==> config.mk <==
export PLATFORM = sky130hd
export DESIGN_NAME = stream_pattern_replace_top
export DESIGN_NICKNAME = d
export VERILOG_FILES = /design/src/design/spr_pkg.sv /design/src/design/spr_front.sv /design/src/design/spr_queue.sv /design/src/design/spr_back.sv /design/src/design/stream_pattern_replace_top.sv
export SDC_FILE = /design/constraint.sdc
export NUM_CORES = 1
export LEC_CHECK = 0
export CAP_MARGIN = 20
export CORE_ASPECT_RATIO = 0.75
export CORE_MARGIN = 2
export CORE_UTILIZATION = 55
export DETAILED_ROUTE_END_ITERATION = 6
export DONT_BUFFER_PORTS = 1
export MAX_ROUTING_LAYER = met4
export PLACE_DENSITY = 0.7
export SLEW_MARGIN = 0
export SYNTH_ARGS = -nofsm -noshare
export SYNTH_HDL_FRONTEND = slang
export SYNTH_HIERARCHICAL = 1
export SYNTH_SLANG_ARGS = --single-unit
==> constraint.sdc <==
create_clock -name clk -period 29.9 [get_ports clk]
set_input_delay 5.98 -clock clk [delete_from_list [all_inputs] [get_ports clk]]
set_output_delay 5.98 -clock clk [all_outputs]
set_load 0.1 [all_outputs]
==> src/design/spr_pkg.sv <==
// Shared types and constants for the stream pattern replace block.
// Used by spr_front, spr_queue, spr_back and the top level; no dependencies.
package spr_pkg;

  // Longest pattern and replacement held by the block
  localparam int MAX_PATTERN     = 16;
  localparam int MAX_REPLACEMENT = 16;

  // Bytes carried by one command, and widths that follow from it
  localparam int CMD_BYTES = (MAX_PATTERN > MAX_REPLACEMENT) ? MAX_PATTERN : MAX_REPLACEMENT;
  localparam int CNT_W     = $clog2(CMD_BYTES + 1);
  localparam int IDX_W     = $clog2(CMD_BYTES);

  // Configuration register widths
  localparam int LEN_W      = 5;
  localparam int CFG_IDX_W  = 3;
  localparam int CFG_DATA_W = 64;

  // A pattern that starts with this byte never matches
  localparam logic [7:0] NEWLINE_BYTE = 8'h0a;

  // Queue between front and back
  localparam int QUEUE_DEPTH = 2;

  typedef enum logic [CFG_IDX_W-1:0] {
    REG_PATTERN_LOW        = 3'd0,
    REG_PATTERN_HIGH       = 3'd1,
    REG_PATTERN_LENGTH     = 3'd2,
    REG_REPLACEMENT_LOW    = 3'd3,
    REG_REPLACEMENT_HIGH   = 3'd4,
    REG_REPLACEMENT_LENGTH = 3'd5
  } cfg_reg_t;

  // One emit command: up to CMD_BYTES bytes, a byte count and the end-of-stream flag.
  // A count of zero with fin set stands for a bare end-of-stream marker.
  typedef struct packed {
    logic [CMD_BYTES-1:0][7:0] data;
    logic [CNT_W-1:0]          count;
    logic                      fin;
  } cmd_t;

endpackage

==> src/design/spr_front.sv <==
// Front end: configuration registers, match window and per-byte classification.
// Turns each accepted byte into at most one emit command for the queue. Uses spr_pkg.
module spr_front (
  input  logic                          clk,
  input  logic                          rst,
  input  logic                          cfg_write,
  input  logic [spr_pkg::CFG_IDX_W-1:0] cfg_index,
  input  logic [spr_pkg::CFG_DATA_W-1:0] cfg_data,
  input  logic                          in_valid,
  output logic                          in_ready,
  input  logic [7:0]                    in_byte,
  input  logic                          in_final,
  input  logic                          q_full,
  output logic                          push,
  output spr_pkg::cmd_t                 push_cmd
);
  import spr_pkg::*;

  logic [63:0]      pattern_low, pattern_high;
  logic [63:0]      replacement_low, replacement_high;
  logic [LEN_W-1:0] pattern_length, replacement_length;

  logic [MAX_PATTERN-1:0][7:0] window, window_next;
  logic [LEN_W-1:0]            fill, fill_next;

  logic [15:0][7:0]            pat_bytes, rep_bytes;
  logic [LEN_W-1:0]            plen, rlen, fill_eff, fill_inc;
  logic [MAX_PATTERN-1:0][7:0] w_app;
  logic                        full, equal, match, accept;
  cmd_t                        cmd;

  assign pat_bytes = {pattern_high, pattern_low};
  assign rep_bytes = {replacement_high, replacement_low};

  // Clamp lengths to what the block holds
  assign plen = (pattern_length > LEN_W'(MAX_PATTERN)) ? LEN_W'(MAX_PATTERN) : pattern_length;
  assign rlen = (replacement_length > LEN_W'(MAX_REPLACEMENT)) ?
                LEN_W'(MAX_REPLACEMENT) : replacement_length;

  // Restart the window if it already holds the pattern length or more
  assign fill_eff = (fill >= plen) ? '0 : fill;
  assign fill_inc = LEN_W'(fill_eff + LEN_W'(1));
  assign full     = (fill_inc == plen);

  // Window with the new byte appended
  always_comb begin
    for (int i = 0; i < MAX_PATTERN; i++) begin
      w_app[i] = (LEN_W'(i) == fill_eff) ? in_byte : window[i];
    end
  end

  // Compare the appended window against the pattern
  always_comb begin
    equal = (pat_bytes[0] != NEWLINE_BYTE);
    for (int i = 0; i < MAX_PATTERN; i++) begin
      if ((LEN_W'(i) < plen) && (w_app[i] != pat_bytes[i])) begin
        equal = 1'b0;
      end
    end
  end

  assign match = (plen != '0) && full && equal;

  // Build the command and the next window state
  always_comb begin
    cmd         = '0;
    cmd.fin     = in_final;
    window_next = window;
    fill_next   = fill_eff;
    if (plen == '0) begin
      cmd.data[0] = in_byte;
      cmd.count   = CNT_W'(1);
      fill_next   = '0;
    end else if (match) begin
      for (int i = 0; i < MAX_REPLACEMENT; i++) begin
        cmd.data[i] = rep_bytes[i];
      end
      cmd.count = CNT_W'(rlen);
      fill_next = '0;
    end else if (full) begin
      for (int i = 0; i < MAX_PATTERN; i++) begin
        cmd.data[i] = w_app[i];
      end
      for (int i = 0; i < MAX_PATTERN - 1; i++) begin
        window_next[i] = w_app[i + 1];
      end
      cmd.count = in_final ? CNT_W'(plen) : CNT_W'(1);
      fill_next = LEN_W'(plen - LEN_W'(1));
    end else begin
      for (int i = 0; i < MAX_PATTERN; i++) begin
        cmd.data[i] = w_app[i];
      end
      window_next = w_app;
      cmd.count   = in_final ? CNT_W'(fill_inc) : '0;
      fill_next   = fill_inc;
    end
    if (in_final) begin
      fill_next = '0;
    end
  end

  assign in_ready = !q_full;
  assign accept   = in_valid && in_ready;
  assign push     = accept && ((cmd.count != '0) || in_final);
  assign push_cmd = cmd;

  // Hold configuration and window fill
  always_ff @(posedge clk) begin
    if (rst) begin
      pattern_low        <= '0;
      pattern_high       <= '0;
      pattern_length     <= '0;
      replacement_low    <= '0;
      replacement_high   <= '0;
      replacement_length <= '0;
      fill               <= '0;
    end else begin
      if (accept) begin
        fill <= fill_next;
      end
      if (cfg_write) begin
        unique case (cfg_reg_t'(cfg_index))
          REG_PATTERN_LOW:        pattern_low  <= cfg_data;
          REG_PATTERN_HIGH:       pattern_high <= cfg_data;
          REG_PATTERN_LENGTH: begin
            pattern_length <= cfg_data[LEN_W-1:0];
            fill           <= '0;
          end
          REG_REPLACEMENT_LOW:    replacement_low    <= cfg_data;
          REG_REPLACEMENT_HIGH:   replacement_high   <= cfg_data;
          REG_REPLACEMENT_LENGTH: replacement_length <= cfg_data[LEN_W-1:0];
          default: ;
        endcase
      end
    end
  end

  // Advance window contents
  always_ff @(posedge clk) begin
    if (accept) begin
      window <= window_next;
    end
  end

endmodule

==> src/design/spr_queue.sv <==
// Short command queue between front and back ends.
// Register-based FIFO of spr_pkg::cmd_t entries. Uses spr_pkg.
module spr_queue (
  input  logic          clk,
  input  logic          rst,
  input  logic          push,
  input  spr_pkg::cmd_t push_cmd,
  output logic          full,
  input  logic          pop,
  output logic          nonempty,
  output spr_pkg::cmd_t pop_cmd
);
  import spr_pkg::*;

  localparam int PTR_W = $clog2(QUEUE_DEPTH);
  localparam int QCNT_W = $clog2(QUEUE_DEPTH + 1);

  cmd_t              entries [QUEUE_DEPTH];
  logic [PTR_W-1:0]  wr_ptr, rd_ptr;
  logic [QCNT_W-1:0] count;

  assign full     = (count == QCNT_W'(QUEUE_DEPTH));
  assign nonempty = (count != '0);
  assign pop_cmd  = entries[rd_ptr];

  // Advance pointers and occupancy
  always_ff @(posedge clk) begin
    if (rst) begin
      wr_ptr <= '0;
      rd_ptr <= '0;
      count  <= '0;
    end else begin
      if (push) begin
        wr_ptr <= (wr_ptr == PTR_W'(QUEUE_DEPTH - 1)) ? '0 : PTR_W'(wr_ptr + PTR_W'(1));
      end
      if (pop) begin
        rd_ptr <= (rd_ptr == PTR_W'(QUEUE_DEPTH - 1)) ? '0 : PTR_W'(rd_ptr + PTR_W'(1));
      end
      priority if (push && !pop) begin
        count <= QCNT_W'(count + QCNT_W'(1));
      end else if (pop && !push) begin
        count <= QCNT_W'(count - QCNT_W'(1));
      end else begin
        count <= count;
      end
    end
  end

  // Store pushed command
  always_ff @(posedge clk) begin
    if (push) begin
      entries[wr_ptr] <= push_cmd;
    end
  end

endmodule

==> src/design/spr_back.sv <==
// Back end: serializes emit commands into result transfers, one per cycle unless result_ready stalls.
// Holds the current command and the output register. Uses spr_pkg.
module spr_back (
  input  logic          clk,
  input  logic          rst,
  input  logic          q_nonempty,
  input  spr_pkg::cmd_t pop_cmd,
  output logic          pop,
  output logic          result_valid,
  input  logic          result_ready,
  output logic [7:0]    out_byte,
  output logic          out_valid,
  output logic          run_last,
  output logic          stream_end
);
  import spr_pkg::*;

  cmd_t             cur;
  logic             cur_busy;
  logic [IDX_W-1:0] idx, last_idx;
  logic             advance, at_last, cur_done, load;

  assign advance  = !result_valid || result_ready;
  assign last_idx = (cur.count == '0) ? '0 : IDX_W'(cur.count - CNT_W'(1));
  assign at_last  = (idx == last_idx);
  assign cur_done = cur_busy && advance && at_last;
  assign load     = q_nonempty && (!cur_busy || cur_done);
  assign pop      = load;

  // Hold control state
  always_ff @(posedge clk) begin
    if (rst) begin
      cur_busy     <= 1'b0;
      idx          <= '0;
      result_valid <= 1'b0;
    end else begin
      if (advance) begin
        result_valid <= cur_busy;
      end
      priority if (load) begin
        cur_busy <= 1'b1;
        idx      <= '0;
      end else if (cur_done) begin
        cur_busy <= 1'b0;
      end else if (cur_busy && advance) begin
        idx <= IDX_W'(idx + IDX_W'(1));
      end else begin
        idx <= idx;
      end
    end
  end

  // Load command and drive output payload
  always_ff @(posedge clk) begin
    if (load) begin
      cur <= pop_cmd;
    end
    if (advance && cur_busy) begin
      out_byte   <= (cur.count == '0) ? 8'h00 : cur.data[idx];
      out_valid  <= (cur.count != '0);
      run_last   <= at_last;
      stream_end <= cur.fin && at_last;
    end
  end

endmodule

==> src/design/stream_pattern_replace_top.sv <==
// Top level of the stream pattern replace block.
// Instantiates spr_front, spr_queue and spr_back; uses spr_pkg.
//
// Usage:
//   Bytes enter on in_valid/in_ready with in_byte and in_final; results leave on
//   result_valid/result_ready with out_byte, out_valid, run_last and stream_end.
//   Each non-overlapping occurrence of the pattern is replaced by the replacement;
//   in_final flushes the bytes held in the window and closes the stream.
//   Configuration goes through cfg_write/cfg_index/cfg_data while the block is idle;
//   writing the pattern length empties the window.
// Path: a byte's first result passes the command queue, cur and the output register.
// Throughput: one input byte per cycle while result_ready is high and each byte
//   causes at most one result. A byte with more results holds the output serializer
//   until they are out; the two-entry queue fills and in_ready drops until it drains.
// Reset: synchronous rst clears the configuration and empties the window and queue.
// Stall: when result_ready is low the output register holds its result; the front
//   keeps accepting bytes until the command queue is full.
module stream_pattern_replace_top (
  input  logic                           clk,
  input  logic                           rst,
  input  logic                           cfg_write,
  input  logic [spr_pkg::CFG_IDX_W-1:0]  cfg_index,
  input  logic [spr_pkg::CFG_DATA_W-1:0] cfg_data,
  input  logic                           in_valid,
  output logic                           in_ready,
  input  logic [7:0]                     in_byte,
  input  logic                           in_final,
  output logic                           result_valid,
  input  logic                           result_ready,
  output logic [7:0]                     out_byte,
  output logic                           out_valid,
  output logic                           run_last,
  output logic                           stream_end
);
  import spr_pkg::*;

  logic q_full, q_nonempty, push, pop;
  cmd_t push_cmd, pop_cmd;

  // Classify bytes and build commands
  spr_front u_front (
    .clk       (clk),
    .rst       (rst),
    .cfg_write (cfg_write),
    .cfg_index (cfg_index),
    .cfg_data  (cfg_data),
    .in_valid  (in_valid),
    .in_ready  (in_ready),
    .in_byte   (in_byte),
    .in_final  (in_final),
    .q_full    (q_full),
    .push      (push),
    .push_cmd  (push_cmd)
  );

  // Decouple front from back
  spr_queue u_queue (
    .clk      (clk),
    .rst      (rst),
    .push     (push),
    .push_cmd (push_cmd),
    .full     (q_full),
    .pop      (pop),
    .nonempty (q_nonempty),
    .pop_cmd  (pop_cmd)
  );

  // Serialize commands into result transfers
  spr_back u_back (
    .clk          (clk),
    .rst          (rst),
    .q_nonempty   (q_nonempty),
    .pop_cmd      (pop_cmd),
    .pop          (pop),
    .result_valid (result_valid),
    .result_ready (result_ready),
    .out_byte     (out_byte),
    .out_valid    (out_valid),
    .run_last     (run_last),
    .stream_end   (stream_end)
  );

endmodule

==> Word-level counts from Yosys, hierarchy flattened <==
Memory sizes are Yosys's and may differ from the RTL's. A register that Yosys moved wholly into a read port is not among the register bits.
Cells that the tools add are included.
{ "classes": {"add_sub_neg": 8, "n_lt_le_gt_ge": 20, "eq_ne": 40, "n_mux": 60, "n_bitwise": 4, "reduce_logical": 54} }
{ "ops": {"columns": ["cell", "n"], "rows": [
  ["120-bit two-way mux", 2],
  ["8-bit two-way mux", 17],
  ["133-bit two-way mux", 1],
  ["8-bit inequality test", 16],
  ["5-bit two-way mux", 13],
  ["4-bit by 5-bit equality test with 1-bit output, first input constant", 8],
  ["4-bit by 5-bit < comparator with 1-bit output, first input constant", 8],
  ["8-bit binary-select mux with 4-bit select", 1],
  ["1-bit logical AND", 26],
  ["1-bit two-way mux", 22],
  ["3-bit by 5-bit equality test with 1-bit output, first input constant", 4],
  ["3-bit by 5-bit < comparator with 1-bit output, first input constant", 4],
  ["5-bit zero test", 3],
  ["5-bit nonzero test", 3],
  ["2-bit AND reduction", 7],
  ["13-bit two-way mux", 1],
  ["2-bit by 5-bit equality test with 1-bit output, first input constant", 2],
  ["5-bit greater-than comparator, second input constant", 2],
  ["1-bit by 5-bit < comparator with 1-bit output, first input constant", 2],
  ["2-bit by 5-bit < comparator with 1-bit output, first input constant", 2],
  ["8-bit by 4-bit inequality test with 1-bit output, second input constant", 1],
  ["3-bit by 2-bit equality test with 1-bit output, second input constant", 2],
  ["3-bit equality test, second input constant", 2],
  ["2-bit nonzero test", 3],
  ["23 further kinds", 34]
]} }
{ "word_totals": {"regBits": 420, "mem_bits_rw": 268, "input_bits": 81, "output_inout_bits": 13, "wordCells": 220, "mem_count": 1} }
{ "mem_list": {"columns": ["memory", "words", "word_bits", "read_ports", "rd_ports_with_merged_regs", "write_ports", "line_no", "source"], "rows": [
  ["u_queue.entries", 2, 134, 1, 1, 1, "spr_queue.sv:18", "cmd_t entries [QUEUE_DEPTH];"]
]} }

==> Logic depth before layout (Yosys ltp) <==
{ "logic_depth": {"depth_word": 34, "mapped_depth": 29, "depth_no_buf": 25} }

==> Cells and area by module <==
The synthesis kept the hierarchy.
{ "modules_own_cells": {"columns": ["module", "instances", "cells_each", "area_per_inst_um2", "seq_area_each_um2"], "rows": [
  ["spr_front", 1, 2860, 22097.4, 9268.9],
  ["spr_queue", 1, 439, 10114.7, 8147.8],
  ["spr_back", 1, 262, 5913.2, 4474.3]
]} }

==> Worst setup path after synthesis <==
Ideal clock, no wire load.
{ "synth_path": {"path_kind": "input-to-reg", "startpoint": "input port in_byte[6]", "endpoint": "register u_front/window[120] (netlist bit), enable pin", "setup_ns": 0.339, "t_arrival_ns": 17.458, "path_slack_ns": 12.104, "path_stages": 11, "n_path_buf": 3, "path_cell_list": "clkbuf_1 buf_1 mux2i_1 o221ai_1 nor2_1 a32oi_1 nor4_1 o2111ai_1 buf_2 nor3b_1 and2_1"} }
{ "synth_between": {"elab_chain_len": 22, "elab_cells_between_ends": 67} }
{ "synth_rtl": {"columns": ["item", "line_no", "source"], "rows": [
  ["from (decl)", "stream_pattern_replace_top.sv:26", "input logic [7:0] in_byte,"],
  ["8-bit two-way mux", "spr_front.sv:48", "w_app[i] = (LEN_W'(i) == fill_eff) ? in_byte : window[i];"],
  ["8-bit inequality test", "spr_front.sv:56", "if ((LEN_W'(i) < plen) && (w_app[i] != pat_bytes[i])) begin"],
  ["1-bit logical AND", "spr_front.sv:56", null],
  ["1-bit two-way mux (15 in a row)", "spr_front.sv:56", null],
  ["1-bit two-way mux *", "spr_front.sv:56", null],
  ["1-bit logical AND *", "spr_front.sv:62", "assign match = (plen != '0) && full && equal;"],
  ["1-bit NOT (no line) *", null, null],
  ["4-bit AND reduction (no line) *", null, null],
  ["to (signal assigned)", "spr_front.sv:141", "window <= window_next;"],
  ["to (decl)", "spr_front.sv:23", "logic [MAX_PATTERN-1:0][7:0] window, window_next;"]
]} }
Mark *: on every way between the ends. The rest lies on a longest branch, timed or not.
A chain may end at the register's enable or synchronous reset.

==> Worst setup path after layout <==
{ "layout_path": {"startpoint": "input port in_byte[3]", "endpoint": "memory u_queue/entries[1][122] (netlist bit), enable pin"} }
{ "layout_between": {"elab_chain_len": 27, "elab_cells_between_ends": 72} }
{ "layout_rtl": {"columns": ["item", "line_no", "source"], "rows": [
  ["8-bit two-way mux", "spr_front.sv:48", null],
  ["8-bit inequality test", "spr_front.sv:56", null],
  ["1-bit logical AND", "spr_front.sv:56", null],
  ["1-bit two-way mux (15 in a row)", "spr_front.sv:56", null],
  ["1-bit two-way mux *", "spr_front.sv:56", null],
  ["1-bit logical AND *", "spr_front.sv:62", null],
  ["133-bit two-way mux *", "spr_front.sv:74", "end else if (match) begin"],
  ["13-bit two-way mux *", "spr_front.sv:70", "if (plen == '0) begin"],
  ["5-bit nonzero test *", "spr_front.sv:104", "assign push = accept && ((cmd.count != '0) || in_final);"],
  ["1-bit logical OR *", "spr_front.sv:104", null],
  ["1-bit logical AND *", "spr_front.sv:104", null],
  ["named net push", "stream_pattern_replace_top.sv:37", "logic q_full, q_nonempty, push, pop;"],
  ["1-bit two-way mux *", "spr_queue.sv:51", "if (push) begin"],
  ["1-bit two-way mux (not written as such) *", "spr_queue.sv:52", "entries[wr_ptr] <= push_cmd;"],
  ["to (decl)", "spr_queue.sv:18", null]
]} }
The timed path passes the listed nets; every way through them passes the cells marked *.

==> load_flow_metrics.sql <==
INSERT INTO impl_metrics (metric_group, metric, value, unit) VALUES
('clocking', 'clock_latency', '0.65', 'ns'),
('sta', 'max_freq', '95.26', 'MHz'),
('power_and_ir_drop', 'cellLeakagePower', '14.24', 'nW'),
('sta', 'hold_viol', '0', ''),
('placement', 'gp_congestion', '1.024', ''),
('synthesis', 'synthesis.yosys.warnings', '6', ''),
('power_and_ir_drop', 'p_comb_frac', '0.161', ''),
('sta', 'post-route-period-util', '0.3511', ''),
('critical_path', 'critical_path_peak_fanout', '69', ''),
('global_route', 'total_grt_overflow', '0', ''),
('route', 'drt_first_pass_iters', '6', ''),
('floorplanning', 'core-area', '68540', 'um^2'),
('route', 'drc', '0', ''),
('power_and_ir_drop', 'intPower', '2.247', 'mW'),
('power_and_ir_drop', 'pwr-share-clk', '0.336', ''),
('synthesis', 'synth-xor-area-share', '0.02803', ''),
('critical_path', 'ws_path_type', 'input pin to flip-flop', ''),
('synthesis', 'complex_gate_fraction_of_the_synthesized_area', '0.1237', ''),
('sta', 'rsz0062_at_grt', 'no', ''),
('sta', 'fin_hold_ws', '0.4558', 'ns'),
('floorplanning', 'die-area', '71460', 'um^2'),
('floorplanning', 'fp.dieW', '308.0', 'um'),
('clocking', 'post_cts.repair.setup_buffers', '0', ''),
('clocking', 'cts_max_level', '3', ''),
('floorplanning', 'initial_utilization', '0.5562', ''),
('synthesis', 'synth-main-ff-cell', 'edfxtp_1', ''),
('synthesis', 'synthCells', '3561', ''),
('finish', 'fin_nets', '3536', ''),
('clocking', 'clk_path_buf_depth', '3', ''),
('floorplanning', 'row_count', '83', ''),
('clocking', 'tritoncts_clock_tree', 'done', ''),
('run', 'cap_violations', '0', ''),
('sta', 'slew_violations', '0', ''),
('clocking', 'cts_hold_repair_buffers', '0', ''),
('finish', 'flow.area_growth_from_synthesis', '8.369', '%'),
('placement', 'detailedPlacementHpwl', '92110', 'um'),
('synthesis', 'yosys.area_share.simple', '0.1330', ''),
('power_and_ir_drop', 'power.ir.vdd_worst', '57.48', 'uV'),
('clocking', 'clock-sinks', '823', ''),
('route', 'detail_route.wl_per_cell', '30.82', 'um'),
('synthesis', 'net_count_synth', '3657', ''),
('critical_path', 'cp-start-kind', 'input pin', ''),
('sta', 'finClkSkew', '0.02242', 'ns'),
('synthesis', 'syn-cell-area', '38130', 'um^2'),
('clocking', 'clkSlewWorstSetupHoldPaths', '0.06', 'ns'),
('global_route', 'first_pass_grt_wire_length', '191300', 'um'),
('synthesis', 'yosysSeqAreaShare', '0.5742', ''),
('clocking', 'cts_root_buffer', 'clkbuf_16', ''),
('synthesis', 'syn_avg_cell_area', '10.71', 'um^2'),
('route', 'dr.first_iter.drc_count', '4592', ''),
('worst_hold_path', 'worst_hold_path_type', 'flip-flop to flip-flop', ''),
('status', 'outcome', 'finished clean', ''),
('synthesis', 'synth_top_family_by_area', 'simple AND/OR/NAND/NOR gates', ''),
('synthesis', 'synth.area.top_cells', 'edfxtp_1 (43%), dfxtp_1 (15%), nand2_1 (6.0%)', ''),
('floorplanning', 'floorplan.die.height', '232.0', 'um'),
('sta', 'post-route-min-period', '10.50', 'ns'),
('power_and_ir_drop', 'swShare', '0.2790', ''),
('sta', 'final-setup-viol-count', '0', ''),
('critical_path', 'crit_arrival', '10.75', 'ns'),
('power_and_ir_drop', 'p_seq_frac', '0.503', ''),
('critical_path', 'worst_ep_required_time', '30.15', 'ns'),
('sta', 'worst_slew_pin_slew', '1.158', 'ns'),
('global_route', 'pin_count_of_the_biggest_net_entering_global_routing', '279', ''),
('finish', 'final_common_cell', 'nand2_1', ''),
('synthesis', 'synth-adder-area-share', '0.004923', ''),
('power_and_ir_drop', 'power.switching', '0.8696', 'mW'),
('synthesis', 'synth_seq_cells', '823', ''),
('clocking', 'postCtsResizedCells', '0', ''),
('synthesis', 'synth-async-reset-ratio', '0', ''),
('finish', 'most-common-layout-cells', 'nand2_1 (610), edfxtp_1 (541), nor2_1 (416), a21oi_1 (329), dfxtp_1 (279)', ''),
('floorplanning', 'top_level_ports', '94', '');
-- cell type report --
class	count	area (um^2)
fill	5511	27220
sequential	823	21900
multi-input combinational	2392	14850
clock buffer	105	2218
tap	892	1116
clock inverter	44	473.0
inverter	103	387.9
timing repair buffer	40	332.8
antenna	15	37.54
-- power by group through the flow --
stage	clock network (mW)	registers [mW]	logic, mW
floorplan	0	1.56	0.390
global placement	0	1.58	0.488
detailed placement	0	1.59	0.497
CTS	1.05	1.57	0.499
global route	1.10	1.58	0.531
finish	1.05	1.57	0.502
-- cell usage after synthesis, drive strengths merged, types with 3 or more instances --
library cell / number
a2111oi: 8
a211oi: 111
a21boi: 5
a21oi: 332
a221oi: 7
a222oi: 4
a22oi: 11
a311oi: 16
a31oi: 9
a32oi: 8
and2: 22
and3: 7
buf: 77
clkbuf: 166
dfxtp: 282
edfxtp: 541
ha: 15
inv: 102
mux2: 140
mux2i: 104
mux4: 40
nand2: 612
nand2b: 19
nand3: 39
nand3b: 4
nand4: 20
nor2: 416
nor2b: 16
nor3: 27
nor4: 19
o2111ai: 8
o211ai: 5
o21ai: 24
o221ai: 9
o22a: 7
o22ai: 158
o2bb2ai: 4
o31ai: 4
or2: 7
or3: 3
or3b: 3
or4: 5
xnor2: 60
xor2: 59
-- worst max-delay path: stages --
cell	delay [ns]
inv_1	0.65
a2bb2oi_1	0.22
o221ai_1	0.15
a2111oi_0	0.36
mux2i_1	0.14
a2111oi_0	0.85
nand2_1	0.15
o211ai_1	0.34
o2111ai_4	0.25
nor4_1	0.30
nor3_1	0.18
and2_4	0.51
buf_4	0.59
-- per-layer routing --
layer,share of wire,wire length [um],up-vias,global-route usage
met4,0.022,2936,0,0.08826
met2,0.40,53950,1996,0.4967
met3,0.16,21420,197,0.1637
met5,0,0,-,-
met1,0.42,57720,14361,0.5644
li1,-,-,12592,-
-- path summary, 6_finish.rpt --
path,start,endpoint,cells past startpoint,slack [ns]
hold reg to reg,u_front/replacement_high[4],u_front/replacement_high[4],2,0.46
setup reg to reg,u_front/pattern_length[4],u_queue/entries[1][122],19,20.44
hold / removal,u_front/replacement_high[4],u_front/replacement_high[4],2,0.46
setup / recovery,in_byte[3],u_queue/entries[1][122],13,19.40
-- per-stage QoR --
step | std cells | instance area [um^2] | power (mW) | setup slack [ns] | utilization
floorplan | 3561 | 38130 | 1.951 | 12.10 | -
global placement | 4247 | 38530 | 2.072 | 18.97 | 0.5622
detailed placement | 4247 | 38530 | 2.088 | 18.95 | 0.5622
CTS | 4396 | 41220 | 3.122 | 19.58 | 0.6014
global route | 4414 | 41320 | 3.210 | 19.16 | 0.6028
finish | 4414 | 41320 | 3.116 | 19.40 | 0.6028
-- state kept, by name, indices dropped and copies added, names as in the netlist, named ones only --
register,flops
u_queue/entries,268
u_back/result_valid,1
u_back/out_byte,8
u_back/out_valid,1
u_front/fill,5
u_front/replacement_low,64
u_front/pattern_length,5
u_queue/rd_ptr,1
u_back/cur_busy,1
u_back/stream_end,1
u_queue/count,2
u_queue/wr_ptr,1
u_back/cur,134
u_front/pattern_high,64
u_front/pattern_low,64
u_front/replacement_high,64
u_front/replacement_length,5
u_back/idx,4
u_back/run_last,1
u_front/window,128
-- kinds of logic (layout without fill, tap and decap cells) --
family / after synthesis / after routing
AO/OA/AOI/OAI: 750 / 750
adder cells (fa/ha/maj): 15 / 15
XOR/XNOR: 119 / 119
flip-flops: 823 / 823
other: 0 / 15
AND/OR/NAND/NOR: 1224 / 1224
multiplexers: 284 / 284
buffers and inverters: 346 / 292
(Power assumes the default switching activity.)
